--- src/rtl/modexp_pkg.sv ---
// Shared types and constants for the modular exponentiation block.
`default_nettype none

package modexp_pkg;

	// Field widths fixed by the interface
	localparam int MOD_W = 31;
	localparam int EXP_W = 63;

	// Steps of one shift-add modular multiply, and the counter that tracks them
	localparam int MUL_STEPS = MOD_W;
	localparam int CNT_W     = $clog2(MUL_STEPS);

	// Modulus after reset
	localparam logic [MOD_W-1:0] MOD_RESET = 31'd1000000007;

	// Sequencer states
	typedef enum logic [2:0] {
		ST_IDLE,
		ST_REDUCE,
		ST_STEP,
		ST_MUL,
		ST_SQR,
		ST_FINISH
	} modexp_state_t;

	// Status of the shared multiply unit
	typedef struct packed {
		logic busy;
		logic done;
	} mm_stat_t;

endpackage

`default_nettype wire

--- src/rtl/modular_exponentiation.sv ---
// Modular exponentiation top level: sequencer around one shared modular multiplier.
//
// Usage:
//   Input channel (in_valid / in_stall) carries one beat of operation, base_value
//   and exponent. Output channel (out_valid / out_stall) returns one beat of
//   power_result per input beat, in order. The user must write the modulus via
//   cfg_we / cfg_wdata only while idle (not enforced); it resets to 1000000007.
//   Operation 1 replaces the exponent by modulus - 2 (inverse for a prime).
// Schedule:
//   One item at a time. The base is first reduced, then each exponent bit
//   costs a step state plus a squaring, with a multiply before it on a set
//   bit, all on the one bit-serial unit. Scanning stops at the highest set
//   bit, a zero base or zero exponent ends early, and a zero or one modulus
//   answers 0 with no multiply.
// Reset and stall:
//   arst_n clears the sequencer and output valid at once. A finished result
//   sits in the output register while out_stall is high; the next input beat
//   is already taken then, and only its own finish waits for the register.
`default_nettype none

module modular_exponentiation
	import modexp_pkg::*;
#(
	parameter int EXP_BITS = 63
) (
	input  wire logic             clk,
	input  wire logic             arst_n,
	input  wire logic             cfg_we,
	input  wire logic [MOD_W-1:0] cfg_wdata,
	input  wire logic             in_valid,
	output logic                  in_stall,
	input  wire logic             operation,
	input  wire logic [MOD_W-1:0] base_value,
	input  wire logic [EXP_W-1:0] exponent,
	output logic                  out_valid,
	input  wire logic             out_stall,
	output logic      [MOD_W-1:0] power_result
);

	modexp_state_t state_q;
	modexp_state_t state_d;

	logic [MOD_W-1:0]    modulus_q;
	logic [EXP_BITS-1:0] exp_q;
	logic [MOD_W-1:0]    acc_q;
	logic [MOD_W-1:0]    sq_q;
	logic [MOD_W-1:0]    res_q;
	logic [MOD_W-1:0]    power_result_q;
	logic                out_valid_q;

	logic                mm_start;
	logic [MOD_W-1:0]    mm_x;
	logic [MOD_W-1:0]    mm_y;
	mm_stat_t            mm_stat;
	logic [MOD_W-1:0]    mm_product;

	logic                mod_small;
	logic                exp_zero;
	logic                exp_last;
	logic                out_load;
	logic [EXP_W-1:0]    inv_exp;

	assign mod_small = (modulus_q < MOD_W'(2));
	assign exp_zero  = (exp_q == '0);
	assign exp_last  = ((exp_q >> 1) == '0);
	assign inv_exp   = EXP_W'(modulus_q) - EXP_W'(2);

	// Shared modular multiplier
	modexp_mulmod u_mulmod (
		.clk     (clk),
		.arst_n  (arst_n),
		.start   (mm_start),
		.x       (mm_x),
		.y       (mm_y),
		.m       (modulus_q),
		.stat    (mm_stat),
		.product (mm_product)
	);

	// Modulus register
	always_ff @(posedge clk or negedge arst_n) begin
		if (!arst_n) begin
			modulus_q <= MOD_RESET;
		end else if (cfg_we) begin
			modulus_q <= cfg_wdata;
		end
	end

	// Next state
	always_comb begin
		state_d = state_q;
		case (state_q)
			ST_IDLE: begin
				if (in_valid) begin
					state_d = mod_small ? ST_FINISH : ST_REDUCE;
				end
			end
			ST_REDUCE: begin
				if (mm_stat.done) begin
					state_d = (mm_product == '0) ? ST_FINISH : ST_STEP;
				end
			end
			ST_STEP: begin
				if (exp_zero) begin
					state_d = ST_FINISH;
				end else begin
					state_d = exp_q[0] ? ST_MUL : ST_SQR;
				end
			end
			ST_MUL: begin
				if (mm_stat.done) begin
					state_d = exp_last ? ST_FINISH : ST_SQR;
				end
			end
			ST_SQR: begin
				if (mm_stat.done) begin
					state_d = ST_STEP;
				end
			end
			ST_FINISH: begin
				if (out_load) begin
					state_d = ST_IDLE;
				end
			end
			default: begin
				state_d = ST_IDLE;
			end
		endcase
	end

	// Sequencer outputs: handshake and multiplier operands
	always_comb begin
		in_stall = 1'b1;
		mm_start = 1'b0;
		mm_x     = sq_q;
		mm_y     = sq_q;
		out_load = 1'b0;
		case (state_q)
			ST_IDLE: begin
				in_stall = 1'b0;
				// Reduce the base as base * 1 mod m
				mm_start = in_valid && !mod_small;
				mm_x     = MOD_W'(1);
				mm_y     = base_value;
			end
			ST_STEP: begin
				mm_start = !exp_zero;
				mm_x     = exp_q[0] ? acc_q : sq_q;
			end
			ST_MUL: begin
				mm_start = mm_stat.done && !exp_last;
			end
			ST_FINISH: begin
				out_load = !out_valid_q || !out_stall;
			end
			default: begin
				in_stall = 1'b1;
			end
		endcase
	end

	always_ff @(posedge clk or negedge arst_n) begin
		if (!arst_n) begin
			state_q <= ST_IDLE;
		end else begin
			state_q <= state_d;
		end
	end

	// Exponent, running product, square and result
	always_ff @(posedge clk) begin
		case (state_q)
			ST_IDLE: begin
				if (in_valid) begin
					exp_q <= operation ? inv_exp[EXP_BITS-1:0] : exponent[EXP_BITS-1:0];
					res_q <= '0;
				end
			end
			ST_REDUCE: begin
				if (mm_stat.done) begin
					sq_q  <= mm_product;
					acc_q <= MOD_W'(1);
				end
			end
			ST_STEP: begin
				if (exp_zero) begin
					res_q <= acc_q;
				end
			end
			ST_MUL: begin
				if (mm_stat.done) begin
					acc_q <= mm_product;
					res_q <= mm_product;
				end
			end
			ST_SQR: begin
				if (mm_stat.done) begin
					sq_q  <= mm_product;
					exp_q <= exp_q >> 1;
				end
			end
			default: begin
				res_q <= res_q;
			end
		endcase
	end

	// Output register: hold while stalled, drop valid once the beat is taken
	always_ff @(posedge clk or negedge arst_n) begin
		if (!arst_n) begin
			out_valid_q <= 1'b0;
		end else if (out_load) begin
			out_valid_q <= 1'b1;
		end else if (!out_stall) begin
			out_valid_q <= 1'b0;
		end
	end

	always_ff @(posedge clk) begin
		if (out_load) begin
			power_result_q <= res_q;
		end
	end

	assign out_valid    = out_valid_q;
	assign power_result = power_result_q;

	// The multiplier is never restarted while it is still working
	a_start_idle_unit: assert property (@(posedge clk) disable iff (!arst_n)
		mm_start |-> !mm_stat.busy)
		else $error("multiplier started while busy");

	// Waiting states always have a multiply in flight or just finished
	a_wait_has_unit: assert property (@(posedge clk) disable iff (!arst_n)
		(state_q == ST_REDUCE || state_q == ST_MUL || state_q == ST_SQR)
		|-> (mm_stat.busy || mm_stat.done))
		else $error("sequencer waits on an idle multiplier");

	// A delivered result is zero or reduced below the modulus
	a_result_reduced: assert property (@(posedge clk) disable iff (!arst_n)
		out_load |-> (res_q < modulus_q || res_q == '0))
		else $error("result not reduced");

endmodule

`default_nettype wire

--- src/rtl/modexp_mulmod.sv ---
// Bit-serial modular multiplier: product = (x * y) mod m, one bit of y per cycle.
`default_nettype none

module modexp_mulmod
	import modexp_pkg::*;
(
	input  wire logic             clk,
	input  wire logic             arst_n,
	input  wire logic             start,
	input  wire logic [MOD_W-1:0] x,
	input  wire logic [MOD_W-1:0] y,
	input  wire logic [MOD_W-1:0] m,
	output mm_stat_t              stat,
	output logic      [MOD_W-1:0] product
);

	logic [MOD_W-1:0] acc_q;
	logic [MOD_W-1:0] x_q;
	logic [MOD_W-1:0] y_q;
	logic [MOD_W-1:0] m_q;
	logic [CNT_W-1:0] cnt_q;
	logic             busy_q;
	logic             done_q;

	logic [MOD_W+2:0] sum;
	logic [MOD_W+2:0] sub1;
	logic [MOD_W+2:0] sub2;
	logic [MOD_W+2:0] mod1;
	logic [MOD_W+2:0] mod2;
	logic [MOD_W-1:0] acc_next;

	// Double the partial product, add x on a set bit, then fold back below m
	always_comb begin
		sum  = {2'b00, acc_q, 1'b0} + (y_q[MOD_W-1] ? {3'b000, x_q} : '0);
		mod1 = {3'b000, m_q};
		mod2 = {2'b00, m_q, 1'b0};
		sub1 = sum - mod1;
		sub2 = sum - mod2;
		if (sum >= mod2) begin
			acc_next = sub2[MOD_W-1:0];
		end else if (sum >= mod1) begin
			acc_next = sub1[MOD_W-1:0];
		end else begin
			acc_next = sum[MOD_W-1:0];
		end
	end

	// Control: count steps, pulse done after the last one
	always_ff @(posedge clk or negedge arst_n) begin
		if (!arst_n) begin
			busy_q <= 1'b0;
			done_q <= 1'b0;
			cnt_q  <= '0;
		end else if (start) begin
			busy_q <= 1'b1;
			done_q <= 1'b0;
			cnt_q  <= '0;
		end else if (busy_q) begin
			cnt_q <= cnt_q + 1'b1;
			if (cnt_q == CNT_W'(MUL_STEPS - 1)) begin
				busy_q <= 1'b0;
				done_q <= 1'b1;
			end
		end else begin
			done_q <= 1'b0;
		end
	end

	// Operands and partial product
	always_ff @(posedge clk) begin
		if (start) begin
			acc_q <= '0;
			x_q   <= x;
			y_q   <= y;
			m_q   <= m;
		end else if (busy_q) begin
			acc_q <= acc_next;
			y_q   <= {y_q[MOD_W-2:0], 1'b0};
		end
	end

	assign stat    = '{busy: busy_q, done: done_q};
	assign product = acc_q;

	// Done is a single-cycle pulse
	a_done_pulse: assert property (@(posedge clk) disable iff (!arst_n)
		done_q && !start |=> !done_q)
		else $error("multiply done held longer than one cycle");

	// A finished product is reduced below the modulus
	a_done_reduced: assert property (@(posedge clk) disable iff (!arst_n)
		done_q |-> (acc_q < m_q))
		else $error("multiply product not reduced");

endmodule

`default_nettype wire

--- config.mk ---
export PLATFORM = sky130hd
export DESIGN_NAME = modular_exponentiation
export DESIGN_NICKNAME = d
export VERILOG_FILES = /design/src/rtl/modexp_pkg.sv /design/src/rtl/modular_exponentiation.sv /design/src/rtl/modexp_mulmod.sv
export SDC_FILE = /design/constraint.sdc
export NUM_CORES = 1
export LEC_CHECK = 0
export BUFFER_PORTS_ARGS = -buffer_cell sky130_fd_sc_hd__buf_4
export CAP_MARGIN = 20
export CORE_ASPECT_RATIO = 1.75
export CORE_MARGIN = 2
export CORE_UTILIZATION = 45
export CTS_BUF_LIST = sky130_fd_sc_hd__clkbuf_8 sky130_fd_sc_hd__clkbuf_16
export DETAILED_ROUTE_END_ITERATION = 8
export MAX_ROUTING_LAYER = met4
export PLACE_DENSITY_LB_ADDON = 0.3
export SLEW_MARGIN = 20
export SYNTH_ARGS = -nofsm -noshare
export SYNTH_HDL_FRONTEND = slang
export SYNTH_HIERARCHICAL = 1
export SYNTH_SLANG_ARGS = --single-unit
--- constraint.sdc ---
create_clock -name clk -period 5.2 [get_ports clk]
set_input_delay 0.26 -clock clk [delete_from_list [all_inputs] [get_ports clk]]
set_output_delay 0.26 -clock clk [all_outputs]
set_load 0.02 [all_outputs]
## Yosys cells after proc, flatten, opt, wreduce, memory -nomap -nowiden

Index checks and enable logic that the tools add are counted.

- Flip-flop bits (word level): 353
- Output and inout bits: 33

- Order comparisons: 3
- Multiplexer cells: 42
- Reduce and logical (&&, ||, !) cells: 22
- Equality and inequality tests: 14
- Add/subtract/negate cells: 5

Operators with widths:

| operator | count |
|---|---|
| $mux 31 | 11 |
| $mux 63 | 3 |
| $logic_not 63->1 | 2 |
| $pmux 63 s2 | 1 |
| $pmux 31 s2 | 2 |
| $pmux 31 s3 | 1 |
| $sub 31x31->31 | 2 |
| $ge 34x31->1 | 1 |
| $ge 34x32->1 | 1 |
| $add 32x31->33 | 1 |
| $sub 31x2->32 const B | 1 |
| $logic_not 31->1 | 1 |
| $lt 31x2->1 const B | 1 |
| $mux 3 | 9 |
| $pmux 3 s6 | 1 |
| $mux 1 | 11 |
| $mux 5 | 2 |
| $ne 2x1->1 const B | 4 |
| $eq 3x2->1 const B | 2 |
| $eq 3x3->1 const B | 2 |
| $ne 2x2->1 const B | 3 |
| $reduce_and 3->1 | 2 |
| $reduce_bool 2->1 | 3 |
| $add 5x1->5 const B | 1 |
| other kinds (13) | 18 |

## Logic depth before layout (Yosys ltp)

Gate-level depths: netlist of the first run.

- Word-level depth: 5
- Gate-level depth with buffers: 24
- Depth with buffers taken out: 21

## Hierarchy

The synthesis of the first run kept the hierarchy.

Modules (own cells, without submodules):

| module | cells an instance | area an instance (sq um) | seq. area each (sq um) | times used |
|---|---|---|---|---|
| modular_exponentiation | 885 | 10232.3 | 6511.2 | 1 |
| modexp_mulmod | 989 | 9843.2 | 3588.4 | 1 |

## Least setup slack after synthesis of the first run

OpenSTA, ideal clock, no wires.

- Path type: register to register
- Start: reg u_mulmod.y_q[30]
- End: reg u_mulmod.acc_q[24] (netlist: u_mulmod/product[24])
- Cell stages (with the launch flop): 23
- Buffers on the path: 1
- Data required time: 5131 ps
- Arrival: 4731 ps
- Clock period less this slack: 4800 ps
- Setup slack: 400 ps
- Cells stage by stage: edfxtp_1 > clkbuf_1 > and2_1 > ha_1 > fa_1 > a21oi_1 > o21a_1 > o311ai_0 > a21oi_1 > o21ai_0 > a221o_1 > xor2_1 > ha_1 > o21ai_0 > nand2b_1 > nand2_1 > a21oi_1 > or3_1 > o211ai_1 > nand3_1 > a2111oi_0 > a222oi_1 > o21ai_1

- Cells in the longest elaborated chain, start to end: 5
- Elaborated cells on any way between the ends: 8

Ends and longest elaborated chain:

| item | line | text |
|---|---|---|
| from (decl) | modexp_mulmod.sv:19 | `logic [MOD_W-1:0] y_q;` |
| from (signal assigned) | modexp_mulmod.sv:74 | `y_q <= y;` |
| from (signal assigned) | modexp_mulmod.sv:78 | `y_q <= {y_q[MOD_W-2:0], 1'b0};` |
| $mux 31 * | modexp_mulmod.sv:34 | `sum = {2'b00, acc_q, 1'b0} + (y_q[MOD_W-1] ? {3'b000, x_q} : '0);` |
| $add 32x31->33 * | modexp_mulmod.sv:34 |  |
| $sub 31x31->31 / $ge 34x31->1 (equally long branches) | modexp_mulmod.sv:37, modexp_mulmod.sv:41 |  |
| $mux 31 | modexp_mulmod.sv:41 | `end else if (sum >= mod1) begin` |
| $mux 31 * | modexp_mulmod.sv:39 | `if (sum >= mod2) begin` |
| to (signal assigned) | modexp_mulmod.sv:77 | `acc_q <= acc_next;` |
| to (decl) | modexp_mulmod.sv:17 | `logic [MOD_W-1:0] acc_q;` |

Every way passes the cells marked *; elsewhere a longest branch is shown, timed or not.
A chain may end at the register's enable or synchronous reset.

## Worst setup path after layout of the first run

- Start: reg u_mulmod.y_q[30]
- End: reg u_mulmod.acc_q[26] (netlist: u_mulmod/product[26])

Same word-level chain as after synthesis.

==> impl_metrics.yaml, run 1 <==
run_status:
  status: "completed"
global_route:
  antenna_found_initial: 0
  grt-ovfl-total: 0
  track_usage_pct: 25.2
  grt_max_degree: 91
  grt_pass1_vias: 16345
  grt_pass1_wl_um: 88500
timing:
  fin_skew_ps: 17.8
  hold_viol_final: 0
  slew_viol_final: 0
  rsz0062_at_grt: "true"
  setup_violations: 0
  period_share_pct: 97.3
  fin_crit_ps: 5060
  worstMarginPinSlew_ps: 1000
  fmax_mhz: 198
  slew_headroom_pct: 32.9
placed_design:
  dp_hpwl_um: 43900
  place.gp.congestion: 0.938
  io_buffers: 163
  place_area_um2: 23100
  dp_cells: 2717
cts:
  cts_tree: "built"
  clockBufferDepth: 3
  cts-htree-levels: 2
  cts.sink_count: 353
  path_clk_slew_ps: 70
  cts-buffers-inserted: 35
  cts_root_buffer: "clkbuf_16"
  clk_latency_ps: 540
power_and_ir_drop:
  p_leak_uw: 0.0103
  powerDensity_nw_per_um2: 236
  peakVddDrop_mv: 0.299
  p_total_uw: 6000
floorplanning:
  core_area_um2: 44200
  io_pins: 164
  die_h_um: 283
  start_util_pct: 45.4
  die_w_um: 164
  die-area_um2: 46400
  std_cell_rows: 102
job:
  drv_cap: 0
setup_path:
  crit_required_ps: 5670
  critPathLaunchType: "register"
  cp.arrival_ps: 5530
  end_kind: "register"
  crit_type: "register to register"
  path_max_fanout: 6
cells_and_area:
  largest_register: "exp_q"
  nNetsFinal: 2461
  postLayoutCellArea_um2: 25500
  regArea_um2: 10100
  largest_register_ffs: 63
  drive_gt1_share_pct: 28.3
  areaGrowthSynthToFinish_pct: 27.0
  multi_input_area_um2: 10000
  final_cells: 2829
  diodes: 0
  fill_cells: 3720
routing:
  vias_per_cell: 5.66
  post_drt_wl_per_cell_um: 20.6
  dr.pass1.iters: 5
  drt_iter0_markers: 883
  antenna_left: 0
  drc_errors: 0
  vias: 16001
  drt-total-wl_um: 58400
synthesis:
  syn-num-nets: 2102
  syn_inst: 1873
  yosysWarnings: 6
  netlist_area_um2: 20100
  syn_avg_cell_area_um2: 10.7
worst_hold_path:
  worstHoldPathType: "input pin to register"
[cell usage in the layout, fill, tap and decap left out, drive strengths merged, types with 13 or more instances in the layout]
| cell type | count |
|---|---|
| a21o | 94 |
| a21oi | 119 |
| a22oi | 24 |
| a31oi | 27 |
| and2 | 67 |
| buf | 366 |
| clkbuf | 42 |
| dfrtp | 26 |
| dfstp | 16 |
| dfxtp | 31 |
| dlygate4sd3 | 33 |
| edfxtp | 280 |
| ha | 95 |
| inv | 65 |
| mux2 | 59 |
| mux2i | 32 |
| nand2 | 202 |
| nand2b | 52 |
| nand3 | 29 |
| nand4 | 20 |
| nor2 | 102 |
| nor3 | 14 |
| nor4 | 33 |
| o21ai | 129 |
| o31ai | 13 |
| or4 | 14 |
| xnor2 | 54 |
| xor2 | 44 |
[worst paths after layout]
path                       cells after the start                   end             start  slack [ps]
max reg2reg                                   26  u_mulmod/product[26]  u_mulmod/y_q[30]         140
min                                            3             exp_q[51]      exponent[51]          90
min in group asynchronous                      2         modulus_q[26]            arst_n         270
max                                           26  u_mulmod/product[26]  u_mulmod/y_q[30]         140
max in group asynchronous                      2          modulus_q[4]            arst_n        4460
min reg2reg                                    0      power_result[14]         res_q[14]         420
[stage by stage]
step / worst slack (ps) / utilization, % / TNS, ps / hold slack, ps
after floorplan: 400 / - / 0 / -35.6
after global placement: -139 / 52.4 / -879 / 305
after detailed placement: -262 / 52.4 / -4680 / 312
after CTS: 5.21 / 56.1 / 0 / 63.6
after global routing: -91.7 / 57.7 / -861 / 90.0
final: 139 / 57.7 / 0 / 86.6
[routing by layer]
metal	up-vias	part of all wire [%]	GRT usage, %
li1	7680	-	-
met1	7697	36	26.3
met2	460	54	46.1
met3	164	3.5	2.36
met4	0	6.6	13.0
met5	-	0	-
[power by group]
| part | internal [uW] | switching (uW) | total (uW) |
|---|---|---|---|
| Sequential | 3050 | 45.8 | 3090 |
| Clock | 1560 | 1150 | 2710 |
| Combinational | 126 | 76.8 | 203 |
| Total | 4730 | 1270 | 6000 |
[layout make-up]
type	count	area share [%]
clock buffer	40	3.80
multi-input combinational	1382	39.4
inverter	59	0.869
timing repair buffer	401	12.5
sequential	353	39.6
tap	572	2.81
clock inverter	22	1.01
[what timing repair did]
action,4_1_cts,5_1_grt
buffers inserted,3,11
hold buffers,33,0
setup endpoints to repair,31,31
resized for setup,20,106
hold endpoints to repair,58,0
pin swaps,10,52
gates cloned,0,4
[critical path, cell delays in order (launching register included)]
cell	delay (ps)
edfxtp_1	390
buf_6	160
clkbuf_16	160
and2_1	160
ha_1	320
a211oi_2	210
buf_4	150
o21ai_2	70
nand4_1	110
nand2_1	70
a21o_1	210
a2111oi_2	300
nor3_1	110
xor2_1	200
buf_4	160
ha_1	300
nand4_1	130
buf_4	170
a2111o_1	380
a21oi_2	230
o211ai_1	140
and3_4	220
nor2_4	220
buf_6	160
buf_4	100
a22oi_1	50
o21ai_1	90
Power figures use the tool's default switching activity.
==> run 2, diff against run 1 <==
--- a/config.mk
+++ b/config.mk
@@ -7,7 +7,6 @@
 export LEC_CHECK = 0
 export BUFFER_PORTS_ARGS = -buffer_cell sky130_fd_sc_hd__buf_4
 export CAP_MARGIN = 20
-export CORE_ASPECT_RATIO = 1.75
 export CORE_MARGIN = 2
 export CORE_UTILIZATION = 45
 export CTS_BUF_LIST = sky130_fd_sc_hd__clkbuf_8 sky130_fd_sc_hd__clkbuf_16
==> run 2 against run 1 <==
Net effect: first-iteration DRC count increased by 41%; die area fell by 0.15%; flip-flop and latch count is the same; final cell count fell by 1.7%; worst hold slack got worse by 25 ps; global-route usage fell by 0.48 points; total power up 4.9%; via count decreased by 1.3%; combinational power about the same; count of clock-buffer cells in the layout is 2 higher; fmax grew 1.6%.
==> impl_metrics.yaml, run 2 (synthesized netlist as in run 1, its figures left out) <==
worst_hold_path:
  worstHoldPathType: "input pin to register"
setup_path:
  critPathLaunchType: "register"
  crit_required_ps: 5650
  cp.arrival_ps: 5430
  crit_type: "register to register"
  end_kind: "register"
  path_max_fanout: 18
global_route:
  grt_pass1_vias: 15529
  grt_max_degree: 91
  grt-ovfl-total: 0
  grt_pass1_wl_um: 87100
  antenna_found_initial: 0
  track_usage_pct: 24.7
cells_and_area:
  postLayoutCellArea_um2: 24700
  final_cell_mix: "buf_4, edfxtp_1, nand2_1"
  largest_register: "exp_q"
  multi_input_area_um2: 9630
  regArea_um2: 10100
  fill_cells: 3828
  drive_gt1_share_pct: 23.2
  largest_register_ffs: 63
  diodes: 0
  layout_commonest_cell: "buf_4"
  areaGrowthSynthToFinish_pct: 22.8
  nNetsFinal: 2388
routing:
  post_drt_wl_per_cell_um: 20.2
  vias_per_cell: 5.68
  antenna_left: 0
  dr.pass1.iters: 5
  drt-total-wl_um: 56100
  vias: 15794
  drc_errors: 0
  drt_iter0_markers: 1241
timing:
  rsz0062_at_grt: "true"
  fin_skew_ps: 23.3
  slew_headroom_pct: 32.4
  fin_ws_ps: 220
  fmax_mhz: 201
  setup_violations: 0
  fin_crit_ps: 4980
  hold_viol_final: 0
  period_share_pct: 95.8
  slew_viol_final: 0
  worstMarginPinSlew_ps: 1010
placed_design:
  io_buffers: 163
  place.gp.congestion: 0.941
  pre_cts_ws_ps: 64.9
  place_area_um2: 22700
  dp_hpwl_um: 41700
floorplanning:
  start_util_pct: 45.5
  std_cell_rows: 77
  die_w_um: 215
  die-area_um2: 46300
  core_area_um2: 44100
  io_pins: 164
  die_h_um: 215
run_status:
  status: "completed"
cts:
  cts-htree-levels: 2
  path_clk_slew_ps: 60
  clockBufferDepth: 3
  cts_root_buffer: "clkbuf_16"
  cts-buffers-inserted: 40
  cts_tree: "built"
  clk_latency_ps: 570
  cts.sink_count: 353
power_and_ir_drop:
  p_leak_uw: 0.00989
  peakVddDrop_mv: 0.268
  powerDensity_nw_per_um2: 255
job:
  drv_cap: 0
==> run 2: final cells by class <==
type,instances,share of cell area [%]
inverters,59,0.898
flip-flops and latches,353,41.0
clock buffers,42,4.17
multi-input cells,1381,39.1
clock inverters,31,1.45
repair buffers,324,10.5
well taps,592,3.00
==> run 2: per-stage QoR <==
stage	total power [uW]	hold WS, ps	instances	setup TNS, ps	util (%)
floorplan	3220	-35.6	1873	0	-
global placement	3340	296	2670	0	51.4
detailed placement	3350	304	2670	0	51.4
CTS	6340	40.2	2776	0	55.3
global route	6450	69.3	2782	-41.9	55.9
finish	6290	61.3	2782	0	55.9
==> run 2: worst max-delay path, cell delays in order, from the launching register on <==
cell and delay, ps:
edfxtp_1 380, buf_6 160, and2_1 150, ha_1 320, o21a_1 200, or2_2 310, nand4_1 110, nand2_1 90
a21o_1 230, a21oi_1 180, xnor2_1 150, buf_4 190, ha_1 300, a21o_1 200, a21o_1 210, a2111oi_1 410
nand3_1 220, nand2_1 180, o31ai_4 100, a21o_4 280, mux2i_1 140, a2111oi_1 340
==> run 2: worst paths after layout <==
path                                         to  slack, ps        startpoint  cells past startpoint
setup / recovery           u_mulmod/product[22]        220  u_mulmod/y_q[30]                     21
hold / removal                        exp_q[45]         60      exponent[45]                      3
setup reg to reg           u_mulmod/product[22]        220  u_mulmod/y_q[30]                     21
hold reg to reg                 power_result[4]        420          res_q[4]                      0
max in group asynchronous            state_q[0]       4560            arst_n                      2
min in group asynchronous         modulus_q[21]        240            arst_n                      2
==> run 2: layer usage <==
layer / global-route usage [%] / part of all wire (%) / vias up
met2: 37.1 / 45 / 512
met1: 34.8 / 47 / 7664
met4: 7.49 / 2.9 / 0
met3: 3.41 / 5.5 / 77
met5: - / 0 / -
li1: - / - / 7541
==> run 2: timing repair <==
| action | in CTS | in global routing |
|---|---|---|
| buffers inserted | 0 | 5 |
| resized for setup | 0 | 47 |
| setup endpoints to repair | 0 | 31 |
| hold endpoints to repair | 58 | 0 |
| hold buffers | 33 | 0 |
==> run 2: where the power goes <==
group	leakage, uW	switching [uW]	internal [uW]
Combinational	0.00607	81.5	125
Clock	0.000695	1190	1790
Sequential	0.00312	52.4	3050
Total	0.00989	1330	4970
